File: config.mk
export PLATFORM = sky130hd
export DESIGN_NAME = spi_nor_flash_command_sequencer
export DESIGN_NICKNAME = d
export VERILOG_FILES = /design/src/sv/sncs_pkg.sv /design/src/sv/sncs_front.sv /design/src/sv/sncs_queue.sv /design/src/sv/sncs_back.sv /design/src/sv/spi_nor_flash_command_sequencer.sv
export SDC_FILE = /design/constraint.sdc
export NUM_CORES = 1
export LEC_CHECK = 0
export BUFFER_PORTS_ARGS = -buffer_cell sky130_fd_sc_hd__buf_4
export CELL_PAD_IN_SITES_DETAIL_PLACEMENT = 1
export CELL_PAD_IN_SITES_GLOBAL_PLACEMENT = 1
export CORE_ASPECT_RATIO = 0.5
export CORE_MARGIN = 3
export CORE_UTILIZATION = 30
export CTS_CLUSTER_SIZE = 28
export DETAILED_ROUTE_END_ITERATION = 7
export PLACE_DENSITY = 0.63
export SYNTH_ARGS = -nofsm -noshare
export SYNTH_HDL_FRONTEND = slang
export SYNTH_SLANG_ARGS = --single-unit
export TNS_END_PERCENT = 20
File: constraint.sdc
create_clock -name i_clk -period 16.39 [get_ports i_clk]
set_input_delay 0.8195 -clock i_clk [delete_from_list [all_inputs] [get_ports i_clk]]
set_output_delay 0.8195 -clock i_clk [all_outputs]
set_load 0.01 [all_outputs]
File: src/sv/sncs_pkg.sv
// Shared types, codes and helpers of the serial NOR flash command sequencer.
`timescale 1ns / 1ps
`default_nettype none
package sncs_pkg;

    localparam int unsigned PAGE_BYTES_DEF   = 256;
    localparam int unsigned SECTOR_BYTES_DEF = 4096;
    localparam int unsigned QUEUE_DEPTH      = 2;

    // input item kinds (tuser)
    localparam logic [1:0] OP_REQ   = 2'd0;
    localparam logic [1:0] OP_REPLY = 2'd1;
    localparam logic [1:0] OP_TICK  = 2'd2;
    localparam logic [1:0] OP_WBYTE = 2'd3;

    // host commands
    localparam logic [2:0] CMD_INIT   = 3'd0;
    localparam logic [2:0] CMD_RDID   = 3'd1;
    localparam logic [2:0] CMD_READ   = 3'd2;
    localparam logic [2:0] CMD_PROG   = 3'd3;
    localparam logic [2:0] CMD_SERASE = 3'd4;
    localparam logic [2:0] CMD_CERASE = 3'd5;
    localparam logic [2:0] CMD_PDOWN  = 3'd6;
    localparam logic [2:0] CMD_WAKE   = 3'd7;

    // result kinds
    localparam logic [2:0] K_SEND   = 3'd0;
    localparam logic [2:0] K_REL    = 3'd1;
    localparam logic [2:0] K_RDBYTE = 3'd2;
    localparam logic [2:0] K_NEED   = 3'd3;
    localparam logic [2:0] K_DELAY  = 3'd4;
    localparam logic [2:0] K_DONE   = 3'd5;

    // completion status
    localparam logic [2:0] ST_OK       = 3'd0;
    localparam logic [2:0] ST_TIMEOUT  = 3'd1;
    localparam logic [2:0] ST_NOTFOUND = 3'd2;
    localparam logic [2:0] ST_NOTINIT  = 3'd3;
    localparam logic [2:0] ST_RANGE    = 3'd4;
    localparam logic [2:0] ST_VERIFY   = 3'd5;

    // flash opcodes
    localparam logic [7:0] FL_WREN  = 8'h06;
    localparam logic [7:0] FL_RDSR  = 8'h05;
    localparam logic [7:0] FL_READ  = 8'h03;
    localparam logic [7:0] FL_PP    = 8'h02;
    localparam logic [7:0] FL_SE    = 8'h20;
    localparam logic [7:0] FL_CE    = 8'hC7;
    localparam logic [7:0] FL_DP    = 8'hB9;
    localparam logic [7:0] FL_RDP   = 8'hAB;
    localparam logic [7:0] FL_RDID  = 8'h9F;
    localparam logic [7:0] FL_DUMMY = 8'hFF;

    localparam logic [17:0] POLL_MAX = 18'h3FFFF;
    localparam logic [7:0]  BYTE_MAX = 8'hFF;

    // configuration register indexes
    localparam logic [2:0] REG_ABC    = 3'd0;
    localparam logic [2:0] REG_CAP    = 3'd1;
    localparam logic [2:0] REG_ID     = 3'd2;
    localparam logic [2:0] REG_BYTETO = 3'd3;
    localparam logic [2:0] REG_PAGETO = 3'd4;
    localparam logic [2:0] REG_SECTO  = 3'd5;
    localparam logic [2:0] REG_CHIPTO = 3'd6;

    typedef struct packed {
        logic [2:0]  abc;
        logic [31:0] cap;
        logic [23:0] exp_id;
        logic [7:0]  byte_to;
        logic [15:0] page_to;
        logic [15:0] sec_to;
        logic [17:0] chip_to;
    } t_cfg;

    typedef struct packed {
        logic [2:0]  kind;
        logic [7:0]  byte_out;
        logic [2:0]  status;
        logic [23:0] device_id;
    } t_res;

    // all result beats caused by one input item
    typedef struct packed {
        t_res [3:0] res;
        logic [2:0] cnt;
    } t_bundle;

    function automatic t_bundle add_res(t_bundle b, logic [2:0] k, logic [7:0] d,
                                        logic [2:0] s, logic [23:0] id);
        t_bundle o;
        o = b;
        if (b.cnt < 3'd4) begin
            o.res[b.cnt[1:0]] = '{kind: k, byte_out: d, status: s, device_id: id};
            o.cnt = b.cnt + 3'd1;
        end
        return o;
    endfunction

endpackage
`default_nettype wire

File: src/sv/sncs_front.sv
// Front end: accepts items, steps the command state machine, builds result bundles.
`timescale 1ns / 1ps
`default_nettype none
module sncs_front #(
    parameter int unsigned PAGE_BYTES   = sncs_pkg::PAGE_BYTES_DEF,
    parameter int unsigned SECTOR_BYTES = sncs_pkg::SECTOR_BYTES_DEF
) (
    input  wire logic              i_clk,
    input  wire logic              i_rst_n,
    input  wire logic              i_accept,
    input  wire logic [1:0]        i_op,
    input  wire logic [2:0]        i_command,
    input  wire logic [31:0]       i_address,
    input  wire logic [31:0]       i_length,
    input  wire logic [7:0]        i_data_in,
    input  wire sncs_pkg::t_cfg    i_cfg,
    output logic                   o_push,
    output sncs_pkg::t_bundle      o_bundle
);

    typedef enum logic [15:0] {
        PH_IDLE      = 16'h0001,
        PH_WAKE      = 16'h0002,
        PH_ID_CMD    = 16'h0004,
        PH_ID_BYTE   = 16'h0008,
        PH_PRE_CMD   = 16'h0010,
        PH_PRE_STAT  = 16'h0020,
        PH_WE        = 16'h0040,
        PH_WEL_CMD   = 16'h0080,
        PH_WEL_STAT  = 16'h0100,
        PH_CMD       = 16'h0200,
        PH_ADDR      = 16'h0400,
        PH_READ      = 16'h0800,
        PH_HOST      = 16'h1000,
        PH_PROG      = 16'h2000,
        PH_POST_CMD  = 16'h4000,
        PH_POST_STAT = 16'h8000
    } t_phase;

    t_phase      r_phase, n_phase;
    logic [2:0]  r_cmd, n_cmd;
    logic [31:0] r_waddr, n_waddr;
    logic [31:0] r_left, n_left;
    logic [1:0]  r_aidx, n_aidx;
    logic [17:0] r_poll, n_poll;
    logic [7:0]  r_bel, n_bel;
    logic [23:0] r_id, n_id;
    logic        r_bus, n_bus;
    logic        r_init, n_init;

    sncs_pkg::t_bundle b;

    logic        ac4;
    logic        range_ok;
    logic        page_over;
    logic [31:0] addr_in_page;
    logic [31:0] addr_in_sector;
    logic        post;
    logic [17:0] limit;
    logic [23:0] id_next;
    logic [1:0]  aidx_inc;
    logic [7:0]  bel_inc;

    function automatic logic [7:0] addr_byte(logic [31:0] a, logic [1:0] idx, logic four);
        logic [1:0] sel;
        sel = four ? (2'd3 - idx) : (2'd2 - idx);
        unique case (sel)
            2'd0: return a[7:0];
            2'd1: return a[15:8];
            2'd2: return a[23:16];
            2'd3: return a[31:24];
            default: return a[7:0];
        endcase
    endfunction

    assign ac4            = (i_cfg.abc == 3'd4);
    assign addr_in_page   = i_address % PAGE_BYTES;
    assign addr_in_sector = i_address % SECTOR_BYTES;
    assign range_ok       = (i_address <= i_cfg.cap) && (i_length <= (i_cfg.cap - i_address));
    assign page_over      = ({1'b0, addr_in_page} + {1'b0, i_length}) > 33'(PAGE_BYTES);
    assign post           = (r_phase == PH_POST_STAT);
    assign limit          = (r_cmd == sncs_pkg::CMD_PROG) ? {2'b0, i_cfg.page_to} :
                            (post && r_cmd == sncs_pkg::CMD_CERASE) ? i_cfg.chip_to :
                            {2'b0, i_cfg.sec_to};
    assign id_next        = {r_id[15:0], i_data_in};
    assign aidx_inc       = r_aidx + 2'd1;
    assign bel_inc        = (r_bel == sncs_pkg::BYTE_MAX) ? r_bel : r_bel + 8'd1;

    always_comb begin
        b       = '0;
        n_phase = r_phase;
        n_cmd   = r_cmd;
        n_waddr = r_waddr;
        n_left  = r_left;
        n_aidx  = r_aidx;
        n_poll  = r_poll;
        n_bel   = r_bel;
        n_id    = r_id;
        n_bus   = r_bus;
        n_init  = r_init;
        if (i_accept) begin
            unique case (i_op)
                sncs_pkg::OP_REQ: begin
                    if (r_phase == PH_IDLE) begin
                        n_cmd = i_command;
                        if (i_command == sncs_pkg::CMD_INIT ||
                            i_command == sncs_pkg::CMD_WAKE) begin
                            if (i_command == sncs_pkg::CMD_INIT) begin
                                n_bus  = 1'b1;
                                n_init = 1'b0;
                            end
                            if (i_command == sncs_pkg::CMD_WAKE && !r_bus) begin
                                b = sncs_pkg::add_res(b, sncs_pkg::K_DONE, 8'd0,
                                                      sncs_pkg::ST_NOTINIT, 24'd0);
                                n_phase = PH_IDLE;
                            end else begin
                                b = sncs_pkg::add_res(b, sncs_pkg::K_SEND, sncs_pkg::FL_RDP,
                                                      sncs_pkg::ST_OK, 24'd0);
                                n_bel   = '0;
                                n_phase = PH_WAKE;
                            end
                        end else if (i_command == sncs_pkg::CMD_RDID) begin
                            if (!r_bus) begin
                                b = sncs_pkg::add_res(b, sncs_pkg::K_DONE, 8'd0,
                                                      sncs_pkg::ST_NOTINIT, 24'd0);
                            end else begin
                                n_id   = '0;
                                n_aidx = '0;
                                b = sncs_pkg::add_res(b, sncs_pkg::K_SEND, sncs_pkg::FL_RDID,
                                                      sncs_pkg::ST_OK, 24'd0);
                                n_bel   = '0;
                                n_phase = PH_ID_CMD;
                            end
                        end else if (!r_init) begin
                            b = sncs_pkg::add_res(b, sncs_pkg::K_DONE, 8'd0,
                                                  sncs_pkg::ST_NOTINIT, 24'd0);
                        end else begin
                            n_waddr = i_address;
                            n_left  = i_length;
                            if (i_command == sncs_pkg::CMD_READ ||
                                i_command == sncs_pkg::CMD_PROG) begin
                                if (!range_ok ||
                                    (i_command == sncs_pkg::CMD_PROG && page_over)) begin
                                    b = sncs_pkg::add_res(b, sncs_pkg::K_DONE, 8'd0,
                                                          sncs_pkg::ST_RANGE, 24'd0);
                                end else if (i_length == 32'd0) begin
                                    b = sncs_pkg::add_res(b, sncs_pkg::K_DONE, 8'd0,
                                                          sncs_pkg::ST_OK, 24'd0);
                                end else if (i_command == sncs_pkg::CMD_READ) begin
                                    b = sncs_pkg::add_res(b, sncs_pkg::K_SEND,
                                                          sncs_pkg::FL_READ,
                                                          sncs_pkg::ST_OK, 24'd0);
                                    n_bel   = '0;
                                    n_phase = PH_CMD;
                                end else begin
                                    n_poll = '0;
                                    b = sncs_pkg::add_res(b, sncs_pkg::K_SEND,
                                                          sncs_pkg::FL_RDSR,
                                                          sncs_pkg::ST_OK, 24'd0);
                                    n_bel   = '0;
                                    n_phase = PH_PRE_CMD;
                                end
                            end else if (i_command == sncs_pkg::CMD_SERASE &&
                                         i_address >= i_cfg.cap) begin
                                b = sncs_pkg::add_res(b, sncs_pkg::K_DONE, 8'd0,
                                                      sncs_pkg::ST_RANGE, 24'd0);
                            end else begin
                                if (i_command == sncs_pkg::CMD_SERASE) begin
                                    n_waddr = i_address - addr_in_sector;
                                end
                                n_poll = '0;
                                b = sncs_pkg::add_res(b, sncs_pkg::K_SEND, sncs_pkg::FL_RDSR,
                                                      sncs_pkg::ST_OK, 24'd0);
                                n_bel   = '0;
                                n_phase = PH_PRE_CMD;
                            end
                        end
                    end
                end
                sncs_pkg::OP_REPLY: begin
                    unique case (r_phase)
                        PH_WAKE: begin
                            b = sncs_pkg::add_res(b, sncs_pkg::K_REL, 8'd0, sncs_pkg::ST_OK, 24'd0);
                            b = sncs_pkg::add_res(b, sncs_pkg::K_DELAY, 8'd0,
                                                  sncs_pkg::ST_OK, 24'd0);
                            if (r_cmd == sncs_pkg::CMD_INIT) begin
                                n_id   = '0;
                                n_aidx = '0;
                                b = sncs_pkg::add_res(b, sncs_pkg::K_SEND, sncs_pkg::FL_RDID,
                                                      sncs_pkg::ST_OK, 24'd0);
                                n_bel   = '0;
                                n_phase = PH_ID_CMD;
                            end else begin
                                b = sncs_pkg::add_res(b, sncs_pkg::K_DONE, 8'd0,
                                                      sncs_pkg::ST_OK, 24'd0);
                                n_phase = PH_IDLE;
                            end
                        end
                        PH_ID_CMD: begin
                            n_aidx = '0;
                            b = sncs_pkg::add_res(b, sncs_pkg::K_SEND, sncs_pkg::FL_DUMMY,
                                                  sncs_pkg::ST_OK, 24'd0);
                            n_bel   = '0;
                            n_phase = PH_ID_BYTE;
                        end
                        PH_ID_BYTE: begin
                            n_id   = id_next;
                            n_aidx = aidx_inc;
                            if (aidx_inc != 2'd3) begin
                                b = sncs_pkg::add_res(b, sncs_pkg::K_SEND, sncs_pkg::FL_DUMMY,
                                                      sncs_pkg::ST_OK, 24'd0);
                                n_bel = '0;
                            end else begin
                                b = sncs_pkg::add_res(b, sncs_pkg::K_REL, 8'd0,
                                                      sncs_pkg::ST_OK, 24'd0);
                                n_phase = PH_IDLE;
                                if (r_cmd != sncs_pkg::CMD_INIT) begin
                                    b = sncs_pkg::add_res(b, sncs_pkg::K_DONE, 8'd0,
                                                          sncs_pkg::ST_OK, id_next);
                                end else if (id_next == i_cfg.exp_id) begin
                                    n_init = 1'b1;
                                    b = sncs_pkg::add_res(b, sncs_pkg::K_DONE, 8'd0,
                                                          sncs_pkg::ST_OK, id_next);
                                end else begin
                                    b = sncs_pkg::add_res(b, sncs_pkg::K_DONE, 8'd0,
                                                          sncs_pkg::ST_NOTFOUND, id_next);
                                end
                            end
                        end
                        PH_PRE_CMD, PH_POST_CMD: begin
                            b = sncs_pkg::add_res(b, sncs_pkg::K_SEND, sncs_pkg::FL_DUMMY,
                                                  sncs_pkg::ST_OK, 24'd0);
                            n_bel   = '0;
                            n_phase = (r_phase == PH_PRE_CMD) ? PH_PRE_STAT : PH_POST_STAT;
                        end
                        PH_PRE_STAT, PH_POST_STAT: begin
                            b = sncs_pkg::add_res(b, sncs_pkg::K_REL, 8'd0, sncs_pkg::ST_OK, 24'd0);
                            if (!i_data_in[0]) begin
                                if (post) begin
                                    b = sncs_pkg::add_res(b, sncs_pkg::K_DONE, 8'd0,
                                                          sncs_pkg::ST_OK, 24'd0);
                                    n_phase = PH_IDLE;
                                end else if (r_cmd == sncs_pkg::CMD_PDOWN) begin
                                    b = sncs_pkg::add_res(b, sncs_pkg::K_SEND, sncs_pkg::FL_DP,
                                                          sncs_pkg::ST_OK, 24'd0);
                                    n_bel   = '0;
                                    n_phase = PH_CMD;
                                end else begin
                                    b = sncs_pkg::add_res(b, sncs_pkg::K_SEND,
                                                          sncs_pkg::FL_WREN,
                                                          sncs_pkg::ST_OK, 24'd0);
                                    n_bel   = '0;
                                    n_phase = PH_WE;
                                end
                            end else if (r_poll >= limit) begin
                                b = sncs_pkg::add_res(b, sncs_pkg::K_DONE, 8'd0,
                                                      sncs_pkg::ST_TIMEOUT, 24'd0);
                                n_phase = PH_IDLE;
                            end else begin
                                b = sncs_pkg::add_res(b, sncs_pkg::K_SEND, sncs_pkg::FL_RDSR,
                                                      sncs_pkg::ST_OK, 24'd0);
                                n_bel   = '0;
                                n_phase = post ? PH_POST_CMD : PH_PRE_CMD;
                            end
                        end
                        PH_WE: begin
                            b = sncs_pkg::add_res(b, sncs_pkg::K_REL, 8'd0, sncs_pkg::ST_OK, 24'd0);
                            b = sncs_pkg::add_res(b, sncs_pkg::K_SEND, sncs_pkg::FL_RDSR,
                                                  sncs_pkg::ST_OK, 24'd0);
                            n_bel   = '0;
                            n_phase = PH_WEL_CMD;
                        end
                        PH_WEL_CMD: begin
                            b = sncs_pkg::add_res(b, sncs_pkg::K_SEND, sncs_pkg::FL_DUMMY,
                                                  sncs_pkg::ST_OK, 24'd0);
                            n_bel   = '0;
                            n_phase = PH_WEL_STAT;
                        end
                        PH_WEL_STAT: begin
                            b = sncs_pkg::add_res(b, sncs_pkg::K_REL, 8'd0, sncs_pkg::ST_OK, 24'd0);
                            if (!i_data_in[1]) begin
                                b = sncs_pkg::add_res(b, sncs_pkg::K_DONE, 8'd0,
                                                      sncs_pkg::ST_VERIFY, 24'd0);
                                n_phase = PH_IDLE;
                            end else begin
                                b = sncs_pkg::add_res(b, sncs_pkg::K_SEND,
                                        (r_cmd == sncs_pkg::CMD_PROG) ? sncs_pkg::FL_PP :
                                        (r_cmd == sncs_pkg::CMD_SERASE) ? sncs_pkg::FL_SE :
                                        sncs_pkg::FL_CE, sncs_pkg::ST_OK, 24'd0);
                                n_bel   = '0;
                                n_phase = PH_CMD;
                            end
                        end
                        PH_CMD: begin
                            if (r_cmd == sncs_pkg::CMD_READ || r_cmd == sncs_pkg::CMD_PROG ||
                                r_cmd == sncs_pkg::CMD_SERASE) begin
                                n_aidx = '0;
                                b = sncs_pkg::add_res(b, sncs_pkg::K_SEND,
                                                      addr_byte(r_waddr, 2'd0, ac4),
                                                      sncs_pkg::ST_OK, 24'd0);
                                n_bel   = '0;
                                n_phase = PH_ADDR;
                            end else if (r_cmd == sncs_pkg::CMD_CERASE) begin
                                b = sncs_pkg::add_res(b, sncs_pkg::K_REL, 8'd0,
                                                      sncs_pkg::ST_OK, 24'd0);
                                n_poll = '0;
                                b = sncs_pkg::add_res(b, sncs_pkg::K_SEND, sncs_pkg::FL_RDSR,
                                                      sncs_pkg::ST_OK, 24'd0);
                                n_bel   = '0;
                                n_phase = PH_POST_CMD;
                            end else begin
                                b = sncs_pkg::add_res(b, sncs_pkg::K_REL, 8'd0,
                                                      sncs_pkg::ST_OK, 24'd0);
                                b = sncs_pkg::add_res(b, sncs_pkg::K_DELAY, 8'd0,
                                                      sncs_pkg::ST_OK, 24'd0);
                                b = sncs_pkg::add_res(b, sncs_pkg::K_DONE, 8'd0,
                                                      sncs_pkg::ST_OK, 24'd0);
                                n_phase = PH_IDLE;
                            end
                        end
                        PH_ADDR: begin
                            if (({1'b0, r_aidx} + 3'd1) < (ac4 ? 3'd4 : 3'd3)) begin
                                n_aidx = aidx_inc;
                                b = sncs_pkg::add_res(b, sncs_pkg::K_SEND,
                                                      addr_byte(r_waddr, aidx_inc, ac4),
                                                      sncs_pkg::ST_OK, 24'd0);
                                n_bel = '0;
                            end else if (r_cmd == sncs_pkg::CMD_READ) begin
                                b = sncs_pkg::add_res(b, sncs_pkg::K_SEND, sncs_pkg::FL_DUMMY,
                                                      sncs_pkg::ST_OK, 24'd0);
                                n_bel   = '0;
                                n_phase = PH_READ;
                            end else if (r_cmd == sncs_pkg::CMD_PROG) begin
                                b = sncs_pkg::add_res(b, sncs_pkg::K_NEED, 8'd0,
                                                      sncs_pkg::ST_OK, 24'd0);
                                n_phase = PH_HOST;
                            end else begin
                                b = sncs_pkg::add_res(b, sncs_pkg::K_REL, 8'd0,
                                                      sncs_pkg::ST_OK, 24'd0);
                                n_poll = '0;
                                b = sncs_pkg::add_res(b, sncs_pkg::K_SEND, sncs_pkg::FL_RDSR,
                                                      sncs_pkg::ST_OK, 24'd0);
                                n_bel   = '0;
                                n_phase = PH_POST_CMD;
                            end
                        end
                        PH_READ: begin
                            b = sncs_pkg::add_res(b, sncs_pkg::K_RDBYTE, i_data_in,
                                                  sncs_pkg::ST_OK, 24'd0);
                            n_left = r_left - 32'd1;
                            if (r_left != 32'd1) begin
                                b = sncs_pkg::add_res(b, sncs_pkg::K_SEND, sncs_pkg::FL_DUMMY,
                                                      sncs_pkg::ST_OK, 24'd0);
                                n_bel = '0;
                            end else begin
                                b = sncs_pkg::add_res(b, sncs_pkg::K_REL, 8'd0,
                                                      sncs_pkg::ST_OK, 24'd0);
                                b = sncs_pkg::add_res(b, sncs_pkg::K_DONE, 8'd0,
                                                      sncs_pkg::ST_OK, 24'd0);
                                n_phase = PH_IDLE;
                            end
                        end
                        PH_PROG: begin
                            n_left = r_left - 32'd1;
                            if (r_left != 32'd1) begin
                                b = sncs_pkg::add_res(b, sncs_pkg::K_NEED, 8'd0,
                                                      sncs_pkg::ST_OK, 24'd0);
                                n_phase = PH_HOST;
                            end else begin
                                b = sncs_pkg::add_res(b, sncs_pkg::K_REL, 8'd0,
                                                      sncs_pkg::ST_OK, 24'd0);
                                n_poll = '0;
                                b = sncs_pkg::add_res(b, sncs_pkg::K_SEND, sncs_pkg::FL_RDSR,
                                                      sncs_pkg::ST_OK, 24'd0);
                                n_bel   = '0;
                                n_phase = PH_POST_CMD;
                            end
                        end
                        default: begin
                            n_phase = r_phase;
                        end
                    endcase
                end
                sncs_pkg::OP_TICK: begin
                    if (r_phase != PH_IDLE && r_phase != PH_HOST) begin
                        if ((r_phase == PH_PRE_CMD || r_phase == PH_PRE_STAT ||
                             r_phase == PH_POST_CMD || r_phase == PH_POST_STAT) &&
                            r_poll != sncs_pkg::POLL_MAX) begin
                            n_poll = r_poll + 18'd1;
                        end
                        n_bel = bel_inc;
                        if (bel_inc >= i_cfg.byte_to) begin
                            b = sncs_pkg::add_res(b, sncs_pkg::K_REL, 8'd0, sncs_pkg::ST_OK, 24'd0);
                            if (r_phase == PH_WAKE) begin
                                b = sncs_pkg::add_res(b, sncs_pkg::K_DELAY, 8'd0,
                                                      sncs_pkg::ST_OK, 24'd0);
                                if (r_cmd == sncs_pkg::CMD_INIT) begin
                                    n_id   = '0;
                                    n_aidx = '0;
                                    b = sncs_pkg::add_res(b, sncs_pkg::K_SEND,
                                                          sncs_pkg::FL_RDID,
                                                          sncs_pkg::ST_OK, 24'd0);
                                    n_bel   = '0;
                                    n_phase = PH_ID_CMD;
                                end else begin
                                    b = sncs_pkg::add_res(b, sncs_pkg::K_DONE, 8'd0,
                                                          sncs_pkg::ST_TIMEOUT, 24'd0);
                                    n_phase = PH_IDLE;
                                end
                            end else begin
                                if (r_phase == PH_CMD && r_cmd == sncs_pkg::CMD_PDOWN) begin
                                    b = sncs_pkg::add_res(b, sncs_pkg::K_DELAY, 8'd0,
                                                          sncs_pkg::ST_OK, 24'd0);
                                end
                                b = sncs_pkg::add_res(b, sncs_pkg::K_DONE, 8'd0,
                                                      sncs_pkg::ST_TIMEOUT, 24'd0);
                                n_phase = PH_IDLE;
                            end
                        end
                    end
                end
                sncs_pkg::OP_WBYTE: begin
                    if (r_phase == PH_HOST) begin
                        b = sncs_pkg::add_res(b, sncs_pkg::K_SEND, i_data_in,
                                              sncs_pkg::ST_OK, 24'd0);
                        n_bel   = '0;
                        n_phase = PH_PROG;
                    end
                end
                default: begin
                    n_phase = r_phase;
                end
            endcase
        end
    end

    assign o_push   = i_accept && (b.cnt != 3'd0);
    assign o_bundle = b;

    always_ff @(posedge i_clk) begin
        if (!i_rst_n) begin
            r_phase <= PH_IDLE;
            r_cmd   <= '0;
            r_waddr <= '0;
            r_left  <= '0;
            r_aidx  <= '0;
            r_poll  <= '0;
            r_bel   <= '0;
            r_id    <= '0;
            r_bus   <= 1'b0;
            r_init  <= 1'b0;
        end else begin
            r_phase <= n_phase;
            r_cmd   <= n_cmd;
            r_waddr <= n_waddr;
            r_left  <= n_left;
            r_aidx  <= n_aidx;
            r_poll  <= n_poll;
            r_bel   <= n_bel;
            r_id    <= n_id;
            r_bus   <= n_bus;
            r_init  <= n_init;
        end
    end

endmodule
`default_nettype wire

File: src/sv/sncs_queue.sv
// Short bundle queue between the front end and the beat serializer.
`timescale 1ns / 1ps
`default_nettype none
module sncs_queue (
    input  wire logic              i_clk,
    input  wire logic              i_rst_n,
    input  wire logic              i_push,
    input  wire sncs_pkg::t_bundle i_data,
    input  wire logic              i_pop,
    output logic                   o_full,
    output logic                   o_empty,
    output sncs_pkg::t_bundle      o_data
);

    // two fixed slots: the head is always presented, the tail moves up on pop
    sncs_pkg::t_bundle r_head, r_tail;
    logic [1:0]        r_cnt;

    assign o_full  = (r_cnt == 2'(sncs_pkg::QUEUE_DEPTH));
    assign o_empty = (r_cnt == 2'd0);
    assign o_data  = r_head;

    always_ff @(posedge i_clk) begin
        if (i_pop && r_cnt == 2'd2) begin
            r_head <= r_tail;
        end else if (i_push && (r_cnt == 2'd0 || i_pop)) begin
            r_head <= i_data;
        end
        if (i_push && !i_pop && r_cnt == 2'd1) begin
            r_tail <= i_data;
        end
    end

    always_ff @(posedge i_clk) begin
        if (!i_rst_n) begin
            r_cnt <= '0;
        end else begin
            if (i_push && !i_pop) begin
                r_cnt <= r_cnt + 2'd1;
            end else if (!i_push && i_pop) begin
                r_cnt <= r_cnt - 2'd1;
            end
        end
    end

endmodule
`default_nettype wire

File: src/sv/sncs_back.sv
// Back end: holds one bundle and drains it as result beats.
`timescale 1ns / 1ps
`default_nettype none
module sncs_back (
    input  wire logic              i_clk,
    input  wire logic              i_rst_n,
    input  wire logic              i_valid,
    input  wire sncs_pkg::t_bundle i_bundle,
    output logic                   o_pop,
    output logic                   o_valid,
    input  wire logic              i_ready,
    output sncs_pkg::t_res         o_res,
    output logic                   o_last
);

    sncs_pkg::t_bundle r_cur;
    logic [1:0]        r_idx;
    logic              r_full;
    logic [1:0]        last_idx;
    logic              drained;

    assign last_idx = r_cur.cnt[1:0] - 2'd1;
    assign o_last   = (r_idx == last_idx);
    assign o_valid  = r_full;
    assign o_res    = r_cur.res[r_idx];
    assign drained  = r_full && i_ready && o_last;
    assign o_pop    = i_valid && (!r_full || drained);

    always_ff @(posedge i_clk) begin
        if (o_pop) begin
            r_cur <= i_bundle;
        end
    end

    always_ff @(posedge i_clk) begin
        if (!i_rst_n) begin
            r_full <= 1'b0;
            r_idx  <= '0;
        end else if (o_pop) begin
            r_full <= 1'b1;
            r_idx  <= '0;
        end else if (r_full && i_ready) begin
            // advance within the bundle, drop it after its last beat
            if (o_last) begin
                r_full <= 1'b0;
            end else begin
                r_idx <= r_idx + 2'd1;
            end
        end
    end

endmodule
`default_nettype wire

File: src/sv/spi_nor_flash_command_sequencer.sv
// Top level of the serial NOR flash command sequencer.
`timescale 1ns / 1ps
`default_nettype none
// Serial NOR flash command sequencer. Host requests, SPI reply bytes, host
// write bytes and millisecond ticks enter on the slave stream (tuser holds the
// item kind); the master stream carries the bytes to shift out, select
// releases, read data, write-byte requests, delay marks and the completion
// beat with its status and JEDEC id. tlast marks the final beat caused by one
// input beat; a beat that causes nothing produces no output. The front end
// takes one input beat per clock whenever the two-entry bundle queue has room,
// so input and output stall independently. Each input beat yields up to three
// output beats and the back end sends one beat per clock while i_m_tready is
// high, so sustained throughput is one input beat per cycle for beats with at
// most one result and otherwise set by the output rate of one beat per clock.
// The user must write configuration registers through i_cfg_we/i_cfg_idx/
// i_cfg_data only while the block is idle; the block does not enforce this.
// PAGE_BYTES and SECTOR_BYTES set the page bound check and the erase alignment.
module spi_nor_flash_command_sequencer #(
    parameter int unsigned PAGE_BYTES   = sncs_pkg::PAGE_BYTES_DEF,
    parameter int unsigned SECTOR_BYTES = sncs_pkg::SECTOR_BYTES_DEF
) (
    input  wire logic        i_clk,
    input  wire logic        i_rst_n,
    input  wire logic        i_cfg_we,
    input  wire logic [2:0]  i_cfg_idx,
    input  wire logic [31:0] i_cfg_data,
    input  wire logic        i_s_tvalid,
    output logic             o_s_tready,
    // [2:0] command, [34:3] address, [66:35] length, [74:67] data_in, [79:75] zero
    input  wire logic [79:0] i_s_tdata,
    // [1:0] op
    input  wire logic [1:0]  i_s_tuser,
    output logic             o_m_tvalid,
    input  wire logic        i_m_tready,
    // [7:0] byte_out, [10:8] status, [34:11] device_id, [39:35] zero
    output logic [39:0]      o_m_tdata,
    // [2:0] kind
    output logic [2:0]       o_m_tuser,
    output logic             o_m_tlast
);

    sncs_pkg::t_cfg    r_cfg;
    sncs_pkg::t_bundle push_bundle, head_bundle;
    sncs_pkg::t_res    out_res;
    logic              accept, push, pop, q_full, q_empty;

    // configuration registers
    always_ff @(posedge i_clk) begin
        if (!i_rst_n) begin
            r_cfg.abc     <= 3'd3;
            r_cfg.cap     <= 32'd16777216;
            r_cfg.exp_id  <= 24'd15679512;
            r_cfg.byte_to <= 8'd10;
            r_cfg.page_to <= 16'd100;
            r_cfg.sec_to  <= 16'd3000;
            r_cfg.chip_to <= 18'd200000;
        end else if (i_cfg_we) begin
            unique case (i_cfg_idx)
                sncs_pkg::REG_ABC:    r_cfg.abc     <= i_cfg_data[2:0];
                sncs_pkg::REG_CAP:    r_cfg.cap     <= i_cfg_data;
                sncs_pkg::REG_ID:     r_cfg.exp_id  <= i_cfg_data[23:0];
                sncs_pkg::REG_BYTETO: r_cfg.byte_to <= i_cfg_data[7:0];
                sncs_pkg::REG_PAGETO: r_cfg.page_to <= i_cfg_data[15:0];
                sncs_pkg::REG_SECTO:  r_cfg.sec_to  <= i_cfg_data[15:0];
                sncs_pkg::REG_CHIPTO: r_cfg.chip_to <= i_cfg_data[17:0];
                default:              r_cfg         <= r_cfg;
            endcase
        end
    end

    // take a beat whenever the queue can hold its bundle
    assign o_s_tready = !q_full;
    assign accept     = i_s_tvalid && o_s_tready;

    sncs_front #(
        .PAGE_BYTES   (PAGE_BYTES),
        .SECTOR_BYTES (SECTOR_BYTES)
    ) u_front (
        .i_clk     (i_clk),
        .i_rst_n   (i_rst_n),
        .i_accept  (accept),
        .i_op      (i_s_tuser),
        .i_command (i_s_tdata[2:0]),
        .i_address (i_s_tdata[34:3]),
        .i_length  (i_s_tdata[66:35]),
        .i_data_in (i_s_tdata[74:67]),
        .i_cfg     (r_cfg),
        .o_push    (push),
        .o_bundle  (push_bundle)
    );

    sncs_queue u_queue (
        .i_clk   (i_clk),
        .i_rst_n (i_rst_n),
        .i_push  (push),
        .i_data  (push_bundle),
        .i_pop   (pop),
        .o_full  (q_full),
        .o_empty (q_empty),
        .o_data  (head_bundle)
    );

    sncs_back u_back (
        .i_clk    (i_clk),
        .i_rst_n  (i_rst_n),
        .i_valid  (!q_empty),
        .i_bundle (head_bundle),
        .o_pop    (pop),
        .o_valid  (o_m_tvalid),
        .i_ready  (i_m_tready),
        .o_res    (out_res),
        .o_last   (o_m_tlast)
    );

    assign o_m_tuser = out_res.kind;
    assign o_m_tdata = {5'd0, out_res.device_id, out_res.status, out_res.byte_out};

`ifndef SYNTH
    // nothing leaves the block in the cycle after reset
    a_reset_quiet: assert property (@(posedge i_clk) !i_rst_n |=> !o_m_tvalid)
        else $error("output beat right after reset");
    // a completion beat always closes the beats of its input
    a_done_last: assert property (@(posedge i_clk) disable iff (!i_rst_n)
        (o_m_tvalid && o_m_tuser == sncs_pkg::K_DONE) |-> o_m_tlast)
        else $error("done beat without tlast");
    // status only travels on completion beats
    a_status_done: assert property (@(posedge i_clk) disable iff (!i_rst_n)
        (o_m_tvalid && o_m_tuser != sncs_pkg::K_DONE) |-> (o_m_tdata[10:8] == sncs_pkg::ST_OK))
        else $error("status on a non-done beat");
`endif

endmodule
`default_nettype wire
==> impl_metrics.yaml <==
critical_path:
  reg2regPathDepth: 25
  cp_max_fo: 24
  crit_type: "input pin to register"
  endpoint_kind: "register"
  startpoint_type: "input pin"
  reg2reg_to: "u_front.r_poll[9]"
  r2r_slack_ns: 8.87
  critPathRequiredTime_ns: 16.88
  rr_startpoint: "r_cfg[83]"
  arrival_ns: 8.06
cells_and_area:
  layout_common_cells: "nand2_1 (451), dfxtp_1 (251), buf_4 (186)"
  mostFrequentLayoutCell: "nand2_1"
  drive_above_1_share_pct: 11.85
  fin_area_sq_um: 27540
  num-nets-final: 3018
  area.growth.synth_to_final_pct: 15.63
clock_tree:
  cts_buffer_depth: 3
  ctsResizeCount: 0
  clk_pin_slew_ns: 0.07
  hold_buffers: 0
  cts_tree: "built"
  clock_sinks: 413
  post_cts_buffers: 0
  worstSkewPairLatency_ns: 0.59
  cts_root_buf: "clkbuf_16"
  numCtsBuffers: 43
  h-tree-depth: 2
timing:
  tightest_slew_ns: 1.232
  min_period_ns: 7.569
  max_slew_margin_pct: 17.55
  rsz0062_at_grt: "no"
  layout_setup_ws_ns: 8.821
  slew_viol_final: 0
  finalSetupTns_ns: 0
  whs_ns: 0.4112
  skew_ns: 0.01999
  hold_viol: 0
  setup_violations: 0
  period_share_pct: 46.18
  fmax_mhz: 132.1
global_routing:
  grt_pass1_wl_mm: 125.6
  grt_max_degree: 103
  antenna_found_initial: 0
  grt.overflow.total: 0
  grt.total_usage_pct: 19.52
  grt_pass1_vias: 20410
routing:
  wirelength_mm: 83.03
  detail-route-antenna-nets: 0
  viasPerCell: 5.353
  remaining_drc_errors: 0
  dr.first_iter.drc_count: 1495
  firstDrtPassIters: 5
  vias: 20600
  routedWlPerCell_um: 21.58
hold_path:
  whs_path_depth: 0
  min-delay-start: "u_queue.o_data[74]"
  hold_class: "register to register"
  whs_endpoint: "u_back.r_cur[74]"
placed_design:
  pre_cts_slack_ns: 8.235
  portBuffers: 157
  dp_hpwl_mm: 62.31
  place_area_sq_um: 26030
  gp_congestion: 0.9164
logic_synthesis:
  synth_area_per_cell_sq_um: 8.895
  ys_ff_latch: 413
  netlist_instances: 2677
  yosysWarnings: 0
  synthFlopType: "dfxtp_1"
  async_flop_share_pct: 0
  ys_types: 93
  synth_edf_count: 162
  syn_area_sq_um: 23810
  ys_seq_area_share_pct: 41.53
run_status:
  outcome: "finished, final reports clean"
floorplan:
  num_rows: 72
  dieHeight_um: 205.2
  dieArea_sq_um: 83000
  ios: 168
  core_sq_um: 77920
  start_util_pct: 30.56
  die_w_um: 404.4
pwr:
  ir_worst_vdd_uv: 90.56
  p_leak_nw: 10.69
  power.density_nw_per_um2: 101.9
run:
  maxCapViolations: 0
==> final cells by class <==
class / count / area [sq um]
Antenna cell: 1 / 2.502
Clock buffer: 51 / 1146
Clock inverter: 28 / 355.3
Fill cell: 9003 / 50390
Inverter: 96 / 360.3
Multi-Input combinational cell: 2036 / 13080
Sequential cell: 413 / 9889
Tap cell: 1036 / 1296
Timing Repair Buffer: 187 / 1408
==> where the power goes <==
part / internal, mW / total [mW] / switching (mW)
clock: 0.602 / 1.05 / 0.446
sequential: 1.19 / 1.23 / 0.0365
combinational: 0.184 / 0.529 / 0.344
total: 1.98 / 2.80 / 0.827
==> worst max path at each step <==
stage / start / end / slack, ns / cells past startpoint
after floorplan: u_back.r_cur[1] / u_queue.o_data[0] / 10.08 / 9
after global placement: i_s_tdata[4] / u_front.r_poll[9] / 8.24 / 27
after detailed placement: i_s_tdata[4] / u_front.r_poll[9] / 8.23 / 27
after CTS: i_s_tdata[4] / u_front.r_poll[9] / 8.86 / 27
after global routing: i_s_tdata[4] / u_front.r_poll[9] / 8.25 / 27
final: i_s_tdata[4] / u_front.r_poll[9] / 8.82 / 27
==> layer usage <==
| layer | wire length (um) | GRT usage [%] | vias up |
|---|---|---|---|
| met5 | 0 | 0 | - |
| met4 | 1983 | 5.026 | 0 |
| met3 | 4181 | 3.028 | 114 |
| met2 | 36820 | 30.86 | 434 |
| met1 | 40050 | 27.78 | 10180 |
| li1 | - | - | 9874 |
==> cells by family after synthesis <==
kind of cell / share of synthesized area (%)
compound gates: 18.75
xor+xnor: 2.832
fa+ha+maj: 6.316
buf+inv: 3.867
flops: 41.53
mux: 3.899
other cells: 0.01575
simple gates: 22.79
==> synthesized netlist by cell type (39+ instances only) <==
master,number,area [sq um]
a21boi_0,121,908.4
a21o_1,75,563.0
a21oi_1,133,665.6
a22oi_1,47,352.8
and2_1,39,244.0
and3_1,47,294.0
clkbuf_1,108,405.4
dfxtp_1,251,5025
edfxtp_1,162,4865
ha_1,117,1464
inv_1,96,360.4
mux2i_1,59,590.6
nand2_1,451,1693
nand3_1,95,475.5
nor2_1,146,548.0
nor2b_1,62,387.9
nor3_1,55,275.3
o21ai_0,88,440.4
xnor2_1,42,367.9
==> flip-flops by register name, summed over array words and instances (netlist names), 16 cells and up <==
name and cells:
u_front.r_left 32, u_front.r_waddr 32, u_front.r_id 16, r_cfg 117, u_front.r_poll 18, u_queue.o_data 54
u_back.r_cur 54, u_queue.r_tail 54, u_front.r_phase 16
==> through the flow <==
step | util, % | std cells | total power, mW
4_1_cts | 35.33 | 3847 | 2.842
3_3_place_gp | 33.41 | 3768 | 1.769
6_report | 35.34 | 3848 | 2.804
2_1_floorplan | - | 2681 | 1.565
5_1_grt | 35.33 | 3847 | 2.943
3_5_place_dp | 33.41 | 3768 | 1.784
==> critical path: stages <==
cell,delay [ns]
buf_4,0.13
inv_1,0.08
ha_1,0.31
nor2b_1,0.13
o21ai_0,0.22
a21oi_1,0.12
o21ai_0,0.24
a21oi_1,0.16
a31oi_1,0.53
o21bai_1,0.14
a21oi_1,0.33
o21ai_0,0.23
or4_1,0.42
and3_1,0.19
ha_1,0.29
a21o_1,0.16
a221o_1,0.35
a21oi_1,0.15
nor3_1,0.06
or3_1,0.40
o21ai_1,0.46
o211ai_1,0.22
o32ai_1,0.44
o31ai_2,0.10
buf_4,0.23
o21ai_1,0.89
o21ba_2,0.26
Note: power is estimated with default switching activity, not from simulation.
